<file path="config.mk">
export PLATFORM = sky130hd
export DESIGN_NAME = waveform_peak_decimator
export DESIGN_NICKNAME = d
export VERILOG_FILES = /design/src/rtl/wfpd_pkg.sv /design/src/rtl/waveform_peak_decimator.sv
export SDC_FILE = /design/constraint.sdc
export NUM_CORES = 1
export LEC_CHECK = 0
export BUFFER_PORTS_ARGS = -buffer_cell sky130_fd_sc_hd__buf_2
export CORE_UTILIZATION = 56
export CTS_CLUSTER_SIZE = 24
export DETAILED_ROUTE_END_ITERATION = 8
export GPL_TIMING_DRIVEN = 0
export PLACE_DENSITY = 0.77
export SLEW_MARGIN = 20
export SYNTH_ARGS = -nofsm -noshare
export SYNTH_HDL_FRONTEND = slang
export SYNTH_SLANG_ARGS = --single-unit
</file>
<file path="constraint.sdc">
create_clock -name clock -period 4.3 [get_ports clock]
set_clock_uncertainty 0.2 [all_clocks]
set_input_delay 0.43 -clock clock [delete_from_list [all_inputs] [get_ports clock]]
set_output_delay 0.43 -clock clock [all_outputs]
set_load 0.03 [all_outputs]
</file>
<file path="src/rtl/wfpd_pkg.sv">
package wfpd_pkg;

   // Configuration register indexes.
   localparam logic [1:0] REG_SAMPLE_FORMAT = 2'd0;
   localparam logic [1:0] REG_CHANNEL_COUNT = 2'd1;
   localparam logic [1:0] REG_GROUP_SIZE    = 2'd2;

   // Sample format codes; any other code is handled as 32 bit.
   localparam logic [1:0] FMT_16 = 2'd0;
   localparam logic [1:0] FMT_24 = 2'd1;
   localparam logic [1:0] FMT_32 = 2'd2;

   localparam int SAMPLE_W = 32;
   localparam int LEVEL_W  = 16;
   localparam int CSR_W    = 16;

   // One justified sample waiting in the input stage.
   typedef struct packed {
      logic signed [SAMPLE_W-1:0] sample;
      logic [SAMPLE_W:0]          mag;
      logic                       eos;
   } stage_type;

endpackage

</file>
<file path="src/rtl/waveform_peak_decimator.sv">
// Channel   | Direction | Payload
// req_      | in        | tdata[31:0] = sample_raw, tlast = end_of_stream
// rsp_      | out       | tdata[15:0] = level, tuser = took_maximum, tlast = last
// csr_      | in        | we, addr = register index, wdata = register value
//
// A new transaction is accepted every cycle unless a result waiting on rsp_tready
// stalls the stages: one input stage registers the justified sample and its
// magnitude, and one update stage merges it into the frame and group state and
// loads the result register. Reset is synchronous and active high; it restores
// the register defaults (16 bit, two channels, groups of 100 frames) and clears
// the stream state. While a result waits on rsp_tready, one more input
// transaction is held in the input stage before req_tready drops.
module waveform_peak_decimator import wfpd_pkg::*; #(
   parameter int MAX_CHANNELS     = 8,
   parameter int GROUP_COUNT_BITS = 16
) (
   input  logic                clock,
   input  logic                reset,
   // Input stream.
   input  logic                req_tvalid,
   output logic                req_tready,
   input  logic [31:0]         req_tdata,   // [31:0] sample_raw
   input  logic                req_tlast,   // end_of_stream
   // Result stream.
   output logic                rsp_tvalid,
   input  logic                rsp_tready,
   output logic [LEVEL_W-1:0]  rsp_tdata,   // [15:0] level
   output logic                rsp_tuser,   // took_maximum
   output logic                rsp_tlast,   // last
   // Configuration writes.
   input  logic                csr_we,
   input  logic [1:0]          csr_addr,
   input  logic [CSR_W-1:0]    csr_wdata
);

   localparam int CIW = (MAX_CHANNELS > 1) ? $clog2(MAX_CHANNELS) : 1;
   localparam int CHW = $clog2(MAX_CHANNELS) + 1;
   localparam int GW  = GROUP_COUNT_BITS;
   localparam int unsigned GROUP_LIM = (32'd1 << GROUP_COUNT_BITS) - 32'd1;

   // Configuration registers.
   logic [1:0]  sample_format_ff;
   logic [3:0]  channel_count_ff;
   logic [15:0] group_size_ff;

   always_ff @(posedge clock) begin
      if (reset) begin
         sample_format_ff <= 2'd0;
         channel_count_ff <= 4'd2;
         group_size_ff    <= 16'd100;
      end else if (csr_we) begin
         case (csr_addr)
            REG_SAMPLE_FORMAT: sample_format_ff <= csr_wdata[1:0];
            REG_CHANNEL_COUNT: channel_count_ff <= csr_wdata[3:0];
            REG_GROUP_SIZE:    group_size_ff    <= csr_wdata[15:0];
            default: ;
         endcase
      end
   end

   // Input stage: left-justify the sample and take its magnitude.
   logic        s1_valid_ff, s1_valid_in;
   stage_type   s1_ff, s1_in;
   logic        rsp_valid_ff, rsp_valid_in;
   logic        advance;
   logic        req_fire;
   logic [SAMPLE_W:0] sample_ext;

   assign advance    = !rsp_valid_ff || rsp_tready;
   assign req_tready = !s1_valid_ff || advance;
   assign req_fire   = req_tvalid && req_tready;

   always_comb begin
      case (sample_format_ff)
         FMT_16:  s1_in.sample = {req_tdata[15:0], 16'h0000};
         FMT_24:  s1_in.sample = {req_tdata[23:0], 8'h00};
         FMT_32:  s1_in.sample = req_tdata;
         default: s1_in.sample = req_tdata;
      endcase
      sample_ext = {s1_in.sample[SAMPLE_W-1], s1_in.sample};
      // The most negative sample has magnitude 2^31, hence the extra bit.
      s1_in.mag  = s1_in.sample[SAMPLE_W-1] ? (~sample_ext + 33'd1) : sample_ext;
      s1_in.eos  = req_tlast;
      if (req_fire) begin
         s1_valid_in = 1'b1;
      end else if (advance) begin
         s1_valid_in = 1'b0;
      end else begin
         s1_valid_in = s1_valid_ff;
      end
   end

   always_ff @(posedge clock) begin
      if (reset) begin
         s1_valid_ff <= 1'b0;
      end else begin
         s1_valid_ff <= s1_valid_in;
      end
      if (req_fire) begin
         s1_ff <= s1_in;
      end
   end

   // Update stage: stream state and the result register.
   logic [CIW-1:0]             ch_idx_ff, ch_idx_in;
   logic signed [SAMPLE_W-1:0] peak_ff, peak_in;
   logic [SAMPLE_W:0]          peak_mag_ff, peak_mag_in;
   logic [GW-1:0]              fig_ff, fig_in;
   logic signed [SAMPLE_W-1:0] extreme_ff, extreme_in;
   logic                       take_max_ff, take_max_in;
   logic                       first_pending_ff, first_pending_in;

   logic [LEVEL_W-1:0]         rsp_level_ff, rsp_level_in;
   logic                       rsp_max_ff, rsp_max_in;
   logic                       rsp_last_ff, rsp_last_in;

   logic [CHW-1:0]             eff_ch;
   logic [GW-1:0]              eff_group;
   logic                       consume;
   logic                       keep_sample;
   logic signed [SAMPLE_W-1:0] new_peak;
   logic [SAMPLE_W:0]          new_mag;
   logic                       frame_done;
   logic                       take_max_eff;
   logic signed [SAMPLE_W-1:0] new_extreme;
   logic [GW-1:0]              fig_next;
   logic                       group_done;

   always_comb begin
      // Out-of-range register values are clamped to what the counters can hold.
      if (channel_count_ff == 4'd0) begin
         eff_ch = CHW'(1);
      end else if (32'(channel_count_ff) > MAX_CHANNELS) begin
         eff_ch = CHW'(MAX_CHANNELS);
      end else begin
         eff_ch = CHW'(channel_count_ff);
      end
      if (group_size_ff == 16'd0) begin
         eff_group = GW'(1);
      end else if (32'(group_size_ff) > GROUP_LIM) begin
         eff_group = '1;
      end else begin
         eff_group = GW'(group_size_ff);
      end

      consume = s1_valid_ff && advance;

      // The first channel always opens the frame; later ones win on a strictly
      // larger magnitude, so ties stay with the earlier channel.
      keep_sample = (ch_idx_ff == '0) || (s1_ff.mag > peak_mag_ff);
      new_peak    = keep_sample ? s1_ff.sample : peak_ff;
      new_mag     = keep_sample ? s1_ff.mag : peak_mag_ff;
      frame_done  = s1_ff.eos || ((CHW'(ch_idx_ff) + CHW'(1)) >= eff_ch);

      // The stream's first frame picks the direction of the first group.
      take_max_eff = first_pending_ff ? (!new_peak[SAMPLE_W-1] && (new_peak != '0))
                                      : take_max_ff;
      if (fig_ff == '0) begin
         new_extreme = new_peak;
      end else if (take_max_eff ? (new_peak > extreme_ff) : (new_peak < extreme_ff)) begin
         new_extreme = new_peak;
      end else begin
         new_extreme = extreme_ff;
      end
      fig_next   = fig_ff + GW'(1);
      group_done = fig_next >= eff_group;

      ch_idx_in        = ch_idx_ff;
      peak_in          = peak_ff;
      peak_mag_in      = peak_mag_ff;
      fig_in           = fig_ff;
      extreme_in       = extreme_ff;
      take_max_in      = take_max_ff;
      first_pending_in = first_pending_ff;
      rsp_valid_in     = advance ? 1'b0 : rsp_valid_ff;
      rsp_level_in     = new_extreme[SAMPLE_W-1 -: LEVEL_W] ^ 16'h8000;
      rsp_max_in       = take_max_eff;
      rsp_last_in      = s1_ff.eos;

      if (consume) begin
         if (!frame_done) begin
            ch_idx_in   = ch_idx_ff + CIW'(1);
            peak_in     = new_peak;
            peak_mag_in = new_mag;
         end else if (s1_ff.eos) begin
            // End of stream: flush the group and start over from reset state.
            rsp_valid_in     = 1'b1;
            ch_idx_in        = '0;
            peak_in          = '0;
            peak_mag_in      = '0;
            fig_in           = '0;
            extreme_in       = '0;
            take_max_in      = 1'b0;
            first_pending_in = 1'b1;
         end else if (group_done) begin
            rsp_valid_in     = 1'b1;
            ch_idx_in        = '0;
            fig_in           = '0;
            extreme_in       = new_extreme;
            take_max_in      = !take_max_eff;
            first_pending_in = 1'b0;
         end else begin
            ch_idx_in        = '0;
            fig_in           = fig_next;
            extreme_in       = new_extreme;
            take_max_in      = take_max_eff;
            first_pending_in = 1'b0;
         end
      end
   end

   always_ff @(posedge clock) begin
      if (reset) begin
         ch_idx_ff        <= '0;
         peak_ff          <= '0;
         peak_mag_ff      <= '0;
         fig_ff           <= '0;
         extreme_ff       <= '0;
         take_max_ff      <= 1'b0;
         first_pending_ff <= 1'b1;
         rsp_valid_ff     <= 1'b0;
      end else begin
         ch_idx_ff        <= ch_idx_in;
         peak_ff          <= peak_in;
         peak_mag_ff      <= peak_mag_in;
         fig_ff           <= fig_in;
         extreme_ff       <= extreme_in;
         take_max_ff      <= take_max_in;
         first_pending_ff <= first_pending_in;
         rsp_valid_ff     <= rsp_valid_in;
      end
      if (advance) begin
         rsp_level_ff <= rsp_level_in;
         rsp_max_ff   <= rsp_max_in;
         rsp_last_ff  <= rsp_last_in;
      end
   end

   assign rsp_tvalid = rsp_valid_ff;
   assign rsp_tdata  = rsp_level_ff;
   assign rsp_tuser  = rsp_max_ff;
   assign rsp_tlast  = rsp_last_ff;

`ifndef ASSERT_OFF
   // An end-of-stream transaction leaves the stream state as after reset.
   a_eos_clears: assert property (@(posedge clock) disable iff (reset)
      consume && s1_ff.eos |=> first_pending_ff && ch_idx_ff == '0 && fig_ff == '0)
      else $error("stream state not cleared after end of stream");

   // The channel index never runs past the largest frame.
   a_ch_range: assert property (@(posedge clock) disable iff (reset)
      32'(ch_idx_ff) < MAX_CHANNELS)
      else $error("channel index out of range");

   // A full group is always emitted before the frame counter can saturate.
   a_fig_range: assert property (@(posedge clock) disable iff (reset)
      fig_ff != '1)
      else $error("frame counter reached its limit");

   // Input backpressure only when both the input stage and the result are held.
   a_ready: assert property (@(posedge clock) disable iff (reset)
      !req_tready |-> s1_valid_ff && rsp_valid_ff && !rsp_tready)
      else $error("input stalled without cause");
`endif

endmodule

</file>
After elaboration in Yosys (flattened, before gate mapping)

Cells that the tools add are included.

Register bits: 226
Input bits: 56
Output and inout bits: 20
Logic and storage cells: 93

$add $sub $neg: 4
Magnitude comparators: 6
Eq/ne operators: 4
Mux-type cells: 29
Bitwise gates (word level): 2
Reductions and logical operators: 28

Operators with widths:

| operator                                                         | count |
|---|---|
| 32-bit two-way mux                                               | 6 |
| 33-bit two-way mux                                               | 3 |
| 32-bit one-hot mux with 2 select lines                           | 1 |
| 16-bit two-way mux                                               | 3 |
| 33-bit by 1-bit adder with 33-bit output (second input constant) | 1 |
| 33-bit greater-than comparator                                   | 1 |
| 33-bit NOT                                                       | 1 |
| 32-bit greater-than comparator                                   | 1 |
| 16-bit zero test                                                 | 2 |
| 32-bit < comparator                                              | 1 |
| 32-bit nonzero test                                              | 1 |
| 31-bit two-way mux                                               | 1 |
| 16-bit by 1-bit adder with 16-bit output (second input constant) | 1 |
| 16-bit greater-or-equal comparator                               | 1 |
| 1-bit two-way mux                                                | 12 |
| 2-bit AND reduction                                              | 5 |
| 4-bit two-way mux                                                | 2 |
| 3-bit AND reduction                                              | 2 |
| 3-bit by 1-bit adder with 4-bit output (second input constant)   | 1 |
| 2-bit by 1-bit == test with 1-bit output (second input constant) | 2 |
| 4-bit greater-or-equal comparator                                | 1 |
| 4-bit greater-than comparator (second input constant)            | 1 |
| 1-bit zero test                                                  | 4 |
| 2-bit zero test                                                  | 2 |
| other kinds (11)                                                 | 17 |

Depth between registers and ports, before layout

Gate-level depths: netlist of the first run.

Depth in word-level cells: 10
Mapped depth: 21
Mapped depth without buffers: 19

Worst setup path after synthesis of the first run

Ideal clock, no wire load.

Path type: reg2reg
From: register s1_ff[32] (netlist name)
To: register rsp_level_ff[10] (netlist: rsp_tdata[10]) (data pin)
Setup time: 0.259 ns
Data arrival time: 4.355 ns
Required time: 3.841 ns
Setup slack: -0.514 ns
Stages on the path, launching flop included: 21
Path buffers: 2
Clock period less this slack: 4.814 ns
Path through: edfxtp_1 > ha_1 > nand4_2 > nor4_4 > nand2_1 > o2bb2ai_2 > o21a_1 > buf_1 > nand2_1 > nand2_1 > ha_1 > a21o_1 > a211oi_1 > a21oi_1 > a2111oi_0 > a22oi_1 > or2b_2 > o221ai_4 > nor2_4 > buf_6 > mux2i_1

Longest elaborated chain between the ends: 9
Elaborated cells on any way between the ends: 12
Those cells by class: 3 x order compare; 5 x mux; 4 x reduce/logical

RTL lines:

| item                                                                        | line                           | text |
|---|---|---|
| start: declaration                                                          | waveform_peak_decimator.sv:63  | `stage_type s1_ff, s1_in;` |
| start signal: assignment                                                    | waveform_peak_decimator.sv:100 | `s1_ff <= s1_in;` |
| 33-bit greater-than comparator (*)                                          | waveform_peak_decimator.sv:150 | `keep_sample = (ch_idx_ff == '0) \|\| (s1_ff.mag > peak_mag_ff);` |
| 1-bit logical OR (*)                                                        | waveform_peak_decimator.sv:150 |  |
| 32-bit two-way mux (*)                                                      | waveform_peak_decimator.sv:151 | `new_peak = keep_sample ? s1_ff.sample : peak_ff;` |
| parallel branches: the longest is 5 deep, another holds 32-bit < comparator | -                              |  |
| 32-bit two-way mux (*)                                                      | waveform_peak_decimator.sv:158 | `if (fig_ff == '0) begin` |
| named net new_extreme[26]                                                   | waveform_peak_decimator.sv:125 | `logic signed [SAMPLE_W-1:0] new_extreme;` |
| end signal: assignment                                                      | waveform_peak_decimator.sv:233 | `rsp_level_ff <= rsp_level_in;` |
| end: declaration                                                            | waveform_peak_decimator.sv:113 | `logic [LEVEL_W-1:0] rsp_level_ff, rsp_level_in;` |

Mark *: on every way through the listed nets, which the timed path passes. The select of a mux whose other input is x is not followed.
A chain may end at the register's enable or synchronous reset.

Final worst setup path of the first run

From: register s1_ff[28] (netlist name)
To: register extreme_ff[1]

Longest elaborated chain between the ends: 9
Elaborated cells on any way between the ends: 15
Those cells by class: 3 x order compare; 6 x mux; 6 x reduce/logical

RTL lines:

| item                                                                        | line                           | text |
|---|---|---|
| 33-bit greater-than comparator (*)                                          | waveform_peak_decimator.sv:150 |  |
| 1-bit logical OR (*)                                                        | waveform_peak_decimator.sv:150 |  |
| 32-bit two-way mux (*)                                                      | waveform_peak_decimator.sv:151 |  |
| parallel branches: the longest is 6 deep, another holds 32-bit < comparator | -                              |  |
| end signal: assignment                                                      | waveform_peak_decimator.sv:227 | `extreme_ff <= extreme_in;` |
| end: declaration                                                            | waveform_peak_decimator.sv:109 | `logic signed [SAMPLE_W-1:0] extreme_ff, extreme_in;` |

Mark *: on every way between the ends. The select of a mux whose other input is x is not followed.

==> qor.yml, run 1 <==
run_status: "complete, but fails checks"
violations: "negative setup slack"
synth_seq_area_share: 0.435
grt_pass1_wl_um: 52600
grt_remaining_overflow: 0
syn_avg_cell_area_um2: 9.16
switchingPower_mw: 1.48
finalWorstSetupSlack_ns: -0.993
drive_above_1_share: 0.191
wire_per_inst_um: 18.6
core_area_um2: 21200
clk_latency_ns: 0.52
cp_cell_sequence: "ha_4 -> nand4_1 -> buf_4 -> nor4_4 -> nand2_1 -> o2bb2ai_4 -> o21ai_4 -> buf_8 -> nand2_4 -> nand2_4 -> ha_4 -> and4_1 -> or3b_4 -> a311oi_2 -> o31ai_2 -> a22oi_2 -> or2b_4 -> o211ai_4 -> buf_6 -> o31ai_4 -> buf_6 -> clkbuf_16 -> o2bb2ai_2"
maxCapViolCount: 0
ios: 76
pwr-share-clk: 0.393
synth-seq-cells: 225
syn-instance-count: 1338
syn_to_final_growth_pct: 22.7
vias: 10600
yosys.area.top_type: "dfxtp_1"
synth_ff_type: "dfxtp_1"
num_antenna_cells: 0
powerDensity_nw_per_um2: 364
crit_path_max_incr_delay_ns: 0.48
grt_pass1_vias: 10400
wirelength_um: 33300
fin_crit_sh: 1.23
ant_nets: 0
antenna_found_initial: 0
synth_most_common_cell: "nand2_1"
synth_mux_area_frac: 0.0311
numCtsBuffers: 25
synth_common_cells: "nand2_1, inv_1, dfxtp_1"
hpwl_um: 22100
firstDrtPassIters: 6
arrival_ns: 5.54
drv_slew: 0
critical_path_class: "reg2reg"
critPathRequiredTime_ns: 4.55
hold_viol_final: 0
synth_xor_area_frac: 0.0322
nNetsFinal: 1644
sequentialPowerShare: 0.439
synth_warnings: 0
yosys.area_share.adder: 0.0919
finalSetupViolCount: 48
synth_top_cell_area_share: 0.232
pre_cts_ws_ns: -1.35
synth_area_um2: 12300
row_count: 53
fmax_ghz: 0.189
end_kind: "flip-flop"
synth_top_family_by_area: "compound AO/OA/AOI/OAI gates"
synth-simple-area-share: 0.163
gp_congestion: 0.886
viasPerCell: 5.92
leakagePower_nw: 6.05
initial_core_util: 0.578
slowest_stage: "edfxtp_1"
cts_tree: "built"
synthTopCellsByArea: "dfxtp_1, edfxtp_1, ha_1, nand2_1, inv_1"
cts_buffer_depth: 3
syn-num-nets: 1484
comb_power_share: 0.168
die_h_um: 150
ys_types: 70
ys_async_sr_fraction: 0
cp-start-kind: "flip-flop"
slew_headroom: 0.360
swShare: 0.271
irDropWorstVdd_uv: 202
crit_family: "simple AND/OR/NAND/NOR gates"
die-area_um2: 22500
clock_sinks: 225
hp-class: "in2reg"
track_usage: 0.295
rsz0062_at_grt: "true"
cp_max_fo: 7
finalSetupTns_ns: -45.12
cts-root-buf: "clkbuf_16"
tightest_slew_ns: 0.953
synth_edf_count: 83
clk_pin_slew_worst_paths_ns: 0.06
port_buffers: 74
drc: 0
p_int_mw: 3.99
cts_max_level: 1
die_w_um: 150
synth_compound_area_frac: 0.179
period_minus_slack_ns: 5.29
grt_max_degree: 45
drt_iter0_drc: 892
worst-path-buf-inv: 5
## state kept, by name, summed over array words and instances (netlist names), 3 cells and up
signal	flops
extreme_ff	32
s1_ff	64
peak_mag_ff	33
group_size_ff	16
channel_count_ff	4
rsp_tdata	16
peak_ff	32
fig_ff	16
ch_idx_ff	3
## worst paths after layout
path                               start                          end  slack (ns)  depth (start not counted)
max                  s1_ff[28]$_DFFE_PP_   extreme_ff[1]$_SDFFE_PP0P_       -0.99                         23
min reg2reg  peak_mag_ff[9]$_SDFFE_PP0P_  peak_mag_ff[9]$_SDFFE_PP0P_        0.25                          2
min                           rsp_tready     s1_valid_ff$_SDFFE_PP0P_        0.10                          4
max reg2reg          s1_ff[28]$_DFFE_PP_   extreme_ff[1]$_SDFFE_PP0P_       -0.99                         23
## worst reg2reg max path: cells and delay by family (launching register included)
family	cells	cell delay, ns
AO/OA/AOI/OAI	8	1.44
AND/OR/NAND/NOR	8	1.60
buffers and inverters	5	0.92
flip-flops	1	0.48
adder cells (fa/ha/maj)	2	0.59
## metal layers
layer,wire (um),vias up,part of all wire,track usage
met5,0,-,0,0
met3,2200,111,0.066,0.0409
met2,15900,455,0.48,0.494
met1,14100,5028,0.42,0.386
li1,-,5017,-,-
met4,1220,0,0.036,0.109
## power groups by stage
stage	Combinational (mW)	Sequential (mW)	Clock, mW
after CTS	0.851	2.40	2.16
after floorplan	0.493	2.46	0
after detailed placement	0.759	2.44	0
final	0.922	2.40	2.15
after global placement	0.735	2.44	0
after global routing	1.00	2.41	2.26
## kinds of logic after synthesis
| group | Yosys count |
|---|---|
| adder cells (fa/ha/maj) | 90 |
| buffers and inverters | 208 |
| AO/OA/AOI/OAI | 296 |
| AND/OR/NAND/NOR | 435 |
| other | 1 |
| XOR/XNOR | 45 |
| flip-flops | 225 |
| multiplexers | 38 |
## cells in the final DEF (no fill, tap or decap), types with 15 or more instances in the layout
cell,netlist,final
clkbuf_16,0,27
nor2_1,78,76
edfxtp_1,83,83
ha_1,90,73
xor2_1,21,20
inv_1,144,143
dlygate4sd3_1,0,18
dfxtp_1,142,141
ha_4,0,16
nand2_1,199,177
o2bb2ai_2,31,29
clkbuf_1,46,50
mux2i_1,37,28
a22oi_1,36,35
xnor2_1,24,24
nand3_1,51,48
a21oi_1,104,102
buf_2,9,81
nor4_1,23,23
o21ai_0,34,32
nand4_1,18,18
a21o_1,15,15
buf_4,0,33
## final cells by class
class | count | area, um2
clock buffers | 38 | 704
inverters | 144 | 541
fillers | 1513 | 6190
well taps | 275 | 344
multi-input cells | 905 | 6660
plain buffers | 61 | 367
clock inverters | 7 | 109
repair buffers | 136 | 976
flip-flops and latches | 225 | 5340
## through the flow
step	hold WS, ns	instance area, um2	util	total power [mW]	cells
after detailed placement	0.245	13000	0.615	3.20	1688
after global routing	0.120	15000	0.708	5.67	1791
after CTS	0.0974	14700	0.693	5.41	1781
after global placement	0.238	13000	0.614	3.17	1687
final	0.102	15000	0.708	5.47	1791
after floorplan	0.224	12300	-	2.96	1338
## what timing repair did
action | 4_1_cts | 5_1_grt
setup buffers | 26 | 12
pin swaps | 36 | 25
hold endpoints to repair | 19 | 0
cloned | 4 | 2
hold buffers | 18 | 0
gates resized for setup | 80 | 48
endpoints found under the setup margin | 65 | 69
Power figures use the tool's default switching activity.
==> run 2: changes to the inputs <==
PLACE_DENSITY = not set   (was 0.77)
PLACE_DENSITY_LB_ADDON = 0.15   (was not set)
==> run 2 against run 1 <==
  * The run still ends with negative setup slack left
  * Register-to-register slack better by 0.09 ns
  * Via count down 2.0%
  * Global-route usage down 0.76 points
  * Routed wire length down 2.3%
  * Critical path depth down 3
  * First-iteration DRC count down 14%
  * Clock-buffer cell count down 5
  * Setup slack better by 0.090 ns
  * Design area down 0.37%
  * Non-clock buffer count unchanged
  * Hold slack worse by 0.014 ns
==> qor.yml, run 2 (synthesis gave the netlist of run 1 again) <==
top_register: "s1_ff"
cts_max_level: 1
fmax_ghz: 0.192
powerDensity_nw_per_um2: 362
cts_tree: "built"
maxCapViolCount: 0
fin_crit_sh: 1.21
r2r_setup_slack_ns: -0.90
clock_sinks: 225
gp_congestion: 0.900
rsz0062_at_grt: "true"
run_status: "complete, but fails checks"
drc: 0
critPathLaunch: "s1_ff[32]$_SDFFCE_PP0P_"
wire_per_inst_um: 18.2
reg2reg_from: "s1_ff[32]$_SDFFCE_PP0P_"
pre_cts_ws_ns: -1.50
vias: 10400
wirelength_um: 32600
hp-class: "in2reg"
dpl.cell_count: 1688
grt_pass1_wl_um: 50600
drv_slew: 0
cts_buffer_depth: 3
ios: 76
wl_met2_um: 15700
grt_remaining_overflow: 0
critical_path_class: "reg2reg"
track_usage: 0.287
drt_iter0_drc: 763
hold_viol_final: 0
arrival_ns: 5.35
largest_reg_flops: 64
port_buffers: 74
num_antenna_cells: 0
clk_pin_slew_worst_paths_ns: 0.06
die_w_um: 150
totalPowerFinal_mw: 5.42
tightest_slew_ns: 1.05
utilization: 0.706
wl_met1_um: 13700
syn_to_final_growth_pct: 22.2
fin_area_um2: 15000
met3_length_um: 1830
top_regs: "s1_ff: 64 flops, peak_mag_ff: 33 flops"
placed_area_um2: 13000
stdcell_count: 1793
initial_core_util: 0.578
layout_commonest_cell: "nand2_1"
core_area_um2: 21200
firstDrtPassIters: 5
ant_nets: 0
holdCritStartpoint: "req_tdata[25]"
end_kind: "flip-flop"
clk_latency_ns: 0.53
period_minus_slack_ns: 5.20
viasPerCell: 5.80
leakagePower_nw: 6.05
critPathRequiredTime_ns: 4.45
nNetsFinal: 1645
irDropWorstVdd_uv: 325
hpwl_um: 22600
die_h_um: 150
antenna_found_initial: 0
numCtsBuffers: 25
slew_headroom: 0.298
finalWorstSetupSlack_ns: -0.903
grt_max_degree: 35
grt_pass1_vias: 9880
finalSetupTns_ns: -40.08
cp_max_fo: 6
mostFrequentLayoutCells: "nand2_1, inv_1, dfxtp_1"
finalSetupViolCount: 48
cp-start-kind: "flip-flop"
drive_above_1_share: 0.193
row_count: 53
hold_ws_ns: 0.0880
violations: "negative setup slack"
die-area_um2: 22500
cts-root-buf: "clkbuf_16"
top_layer: "met4"
[run 2: worst paths after layout]
path                            cells after the start                      endpoint
worst max-delay path                               20        rsp_tdata[2]$_DFFE_PN_
worst min-delay path                                3           s1_ff[59]$_DFFE_PP_
worst max register to register                     20        rsp_tdata[2]$_DFFE_PN_
worst min register to register                      2  peak_mag_ff[14]$_SDFFE_PP0P_
[run 2: layout make-up]
cell class / count / area (um2)
multi-input cells: 906 / 6630
fillers: 1589 / 6240
flip-flops and latches: 225 / 5340
repair buffers: 135 / 946
clock buffers: 33 / 686
inverters: 144 / 541
plain buffers: 62 / 375
well taps: 275 / 344
clock inverters: 13 / 121
[run 2: report_power, final]
part	switching, mW	internal [mW]
clock network	0.867	1.24
registers	0.0651	2.33
logic	0.565	0.353
[run 2: critical path: stages, from the launching register on]
cell	delay, ns
edfxtp_1	0.46
ha_4	0.27
a21oi_2	0.13
nand2_2	0.12
a211oi_4	0.32
o211ai_1	0.28
o21a_4	0.32
buf_4	0.16
nand2_1	0.11
nand2_2	0.08
ha_1	0.28
nand4_1	0.13
or3b_4	0.41
a311oi_2	0.24
o31ai_2	0.15
a22oi_2	0.31
or2b_4	0.22
o221ai_4	0.16
nor2_4	0.22
buf_6	0.18
mux2i_1	0.25
[run 2: per-layer routing]
metal / track usage / vias up
met5: 0 / -
met4: 0.111 / 0
met3: 0.0360 / 89
met2: 0.491 / 378
met1: 0.369 / 4901
li1: - / 5027
[run 2: what timing repair did]
action / 4_1_cts / 5_1_grt
hold buffers: 18 / 0
endpoints found under the hold margin: 19 / 0
pin swaps: 24 / 18
gates cloned: 4 / 1
setup buffers: 30 / 9
setup endpoints to repair: 65 / 71
gates resized for setup: 74 / 53
==> run 3: changes to the inputs <==
ABC_AREA = 1   (was not set)
==> run 3 against run 2 <==
  * Area after synthesis up 0.62%
  * Clock-buffer cell count is 1 higher
  * The flow still finishes with violations (negative setup slack)
  * Combinational power rose by 69%
  * Cell count is 13% higher
  * Critical path type unchanged
  * Global-route usage rose by 1.9 points
  * Sequential cell count stayed put
  * Total power rose by 15%
  * Design area rose by 4.8%
  * Maximum frequency rose by 12%
==> qor.yml, run 3 <==
fillCellCount: 1583
drive_above_1_share: 0.218
powerDensity_nw_per_um2: 397
vias: 11400
nNetsFinal: 1877
top_regs: "s1_ff: 64 flops, peak_mag_ff: 33 flops"
critical_path_class: "reg2reg"
placed_area_um2: 13100
cp-start-kind: "flip-flop"
cts_max_level: 1
clk_pin_slew_worst_paths_ns: 0.06
grt_pass1_vias: 10500
ios: 76
synth-seq-cells: 225
grt_max_degree: 46
die-area_um2: 22600
maxCapViolCount: 0
swShare: 0.306
clk_latency_ns: 0.54
totalPowerFinal_mw: 6.24
port_buffers: 74
ys_types: 48
numCtsBuffers: 25
synth_seq_area_share: 0.433
ys_async_sr_fraction: 0
pwr-share-clk: 0.357
fin_crit_sh: 1.08
gp_congestion: 0.961
leakagePower_nw: 6.90
comb_power_share: 0.248
row_count: 53
fmax_ghz: 0.215
yosys.area.top_type: "dfxtp_1"
tightest_slew_ns: 0.864
largest_reg_flops: 64
hpwl_um: 23800
synth_most_common_cell: "nand2_1"
wirelength_um: 35400
violations: "negative setup slack"
clock_sinks: 225
syn-instance-count: 1555
wl_met1_um: 15000
finalSetupViolCount: 48
initial_core_util: 0.579
end_kind: "flip-flop"
syn_avg_cell_area_um2: 7.93
viasPerCell: 5.62
synth_top_cell_area_share: 0.231
p_int_mw: 4.33
drc: 0
antenna_found_initial: 1
synth_common_cells: "nand2_1, inv_1, a21oi_1"
run_status: "complete, but fails checks"
syn_to_final_growth_pct: 27.3
arrival_ns: 4.90
synth_ff_type: "dfxtp_1"
slowest_stage: "edfxtp_1"
track_usage: 0.306
core_area_um2: 21300
slew_headroom: 0.423
synthTopCellsByArea: "dfxtp_1, edfxtp_1, nand2_1, ha_1, inv_1"
finalWorstSetupSlack_ns: -0.357
sequentialPowerShare: 0.395
layout_commonest_cell: "nand2_1"
firstDrtPassIters: 6
top_register: "s1_ff"
fin_area_um2: 15700
utilization: 0.737
ant_nets: 0
num_antenna_cells: 0
synth_area_um2: 12300
synth_edf_count: 83
mostFrequentLayoutCells: "nand2_1, inv_1, dfxtp_1"
wire_per_inst_um: 17.5
die_h_um: 150
cts_buffer_depth: 3
grt_pass1_wl_um: 53800
hold_viol_final: 0
pre_cts_ws_ns: -0.817
rsz0062_at_grt: "true"
top_layer: "met4"
synth_warnings: 0
crit_path_max_incr_delay_ns: 0.40
drt_iter0_drc: 932
drv_slew: 0
grt_remaining_overflow: 0
irDropWorstVdd_uv: 349
period_minus_slack_ns: 4.66
switchingPower_mw: 1.91
cp_max_fo: 8
wl_met2_um: 16100
met3_length_um: 2740
cts-root-buf: "clkbuf_16"
cts_tree: "built"
syn-num-nets: 1701
die_w_um: 150
hp-class: "in2reg"
critPathRequiredTime_ns: 4.55
[run 3: logic make-up (layout without fill, tap and decap cells)]
kind of cell / Yosys count / count (layout) / synth area share
adder cells (fa/ha/maj): 90 / 90 / 0.0913
AO/OA/AOI/OAI: 297 / 297 / 0.141
buffers and inverters: 337 / 532 / 0.108
XOR/XNOR: 41 / 41 / 0.0291
AND/OR/NAND/NOR: 564 / 564 / 0.198
other: 1 / 1 / 0.000304
flip-flops: 225 / 225 / 0.433
[run 3: area by class of cell]
type	instances	area (um2)	area share
sequential	225	5340	0.340
clock buffer	34	711	0.0453
tap	275	344	0.0219
timing repair buffer	150	1100	0.0698
multi-input combinational	993	6660	0.424
buffer	61	369	0.0235
inverter	275	1040	0.0665
clock inverter	12	138	0.00877
[run 3: repair_timing]
item,in CTS,in global routing
cloned,3,1
hold buffers,15,0
pin swaps,59,49
endpoints found under the setup margin,56,60
buffers inserted,36,21
resized for setup,138,120
endpoints found under the hold margin,16,0
[run 3: worst paths after layout]
| kind | endpoint | cells past startpoint | slack [ns] | start |
|---|---|---|---|---|
| worst max-delay path | extreme_ff[2]$_SDFFE_PP0P_ | 28 | -0.36 | s1_ff[15]$_DFFE_PP_ |
| worst min-delay path | group_size_ff[12]$_SDFFE_PP0P_ | 3 | 0.02 | csr_wdata[12] |
| worst max register to register | extreme_ff[2]$_SDFFE_PP0P_ | 28 | -0.36 | s1_ff[15]$_DFFE_PP_ |
| worst min register to register | extreme_ff[26]$_SDFFE_PP0P_ | 2 | 0.26 | extreme_ff[26]$_SDFFE_PP0P_ |
[run 3: power groups by stage]
stage | logic (mW) | clock network [mW] | registers, mW
after floorplan | 0.736 | 0 | 2.55
after global placement | 1.09 | 0 | 2.50
after detailed placement | 1.12 | 0 | 2.50
after CTS | 1.33 | 2.24 | 2.46
after global routing | 1.68 | 2.32 | 2.48
final | 1.55 | 2.23 | 2.46
[run 3: metrics by stage]
| step | std cells | hold WS (ns) | setup TNS, ns |
|---|---|---|---|
| final | 2025 | 0.0202 | -13.18 |
| after global routing | 2025 | 0.0470 | -21.42 |
| after floorplan | 1555 | 0.226 | 0 |
| after CTS | 2005 | 0.0105 | -9.05 |
| after global placement | 1904 | 0.237 | -30.76 |
| after detailed placement | 1905 | 0.242 | -34.22 |
[run 3: routing by layer]
metal  up-vias  track usage
met3       107       0.0603
met5         -            0
li1       5456            -
met1      5315        0.401
met2       508        0.491
met4         0        0.129
[run 3: worst max-delay path, delay by kind of cell, from the launching register on]
| family | cells | cell delay (ns) |
|---|---|---|
| compound gates | 6 | 1.09 |
| fa+ha+maj | 2 | 0.64 |
| buf+inv | 6 | 0.70 |
| flops | 1 | 0.40 |
| simple gates | 14 | 1.52 |
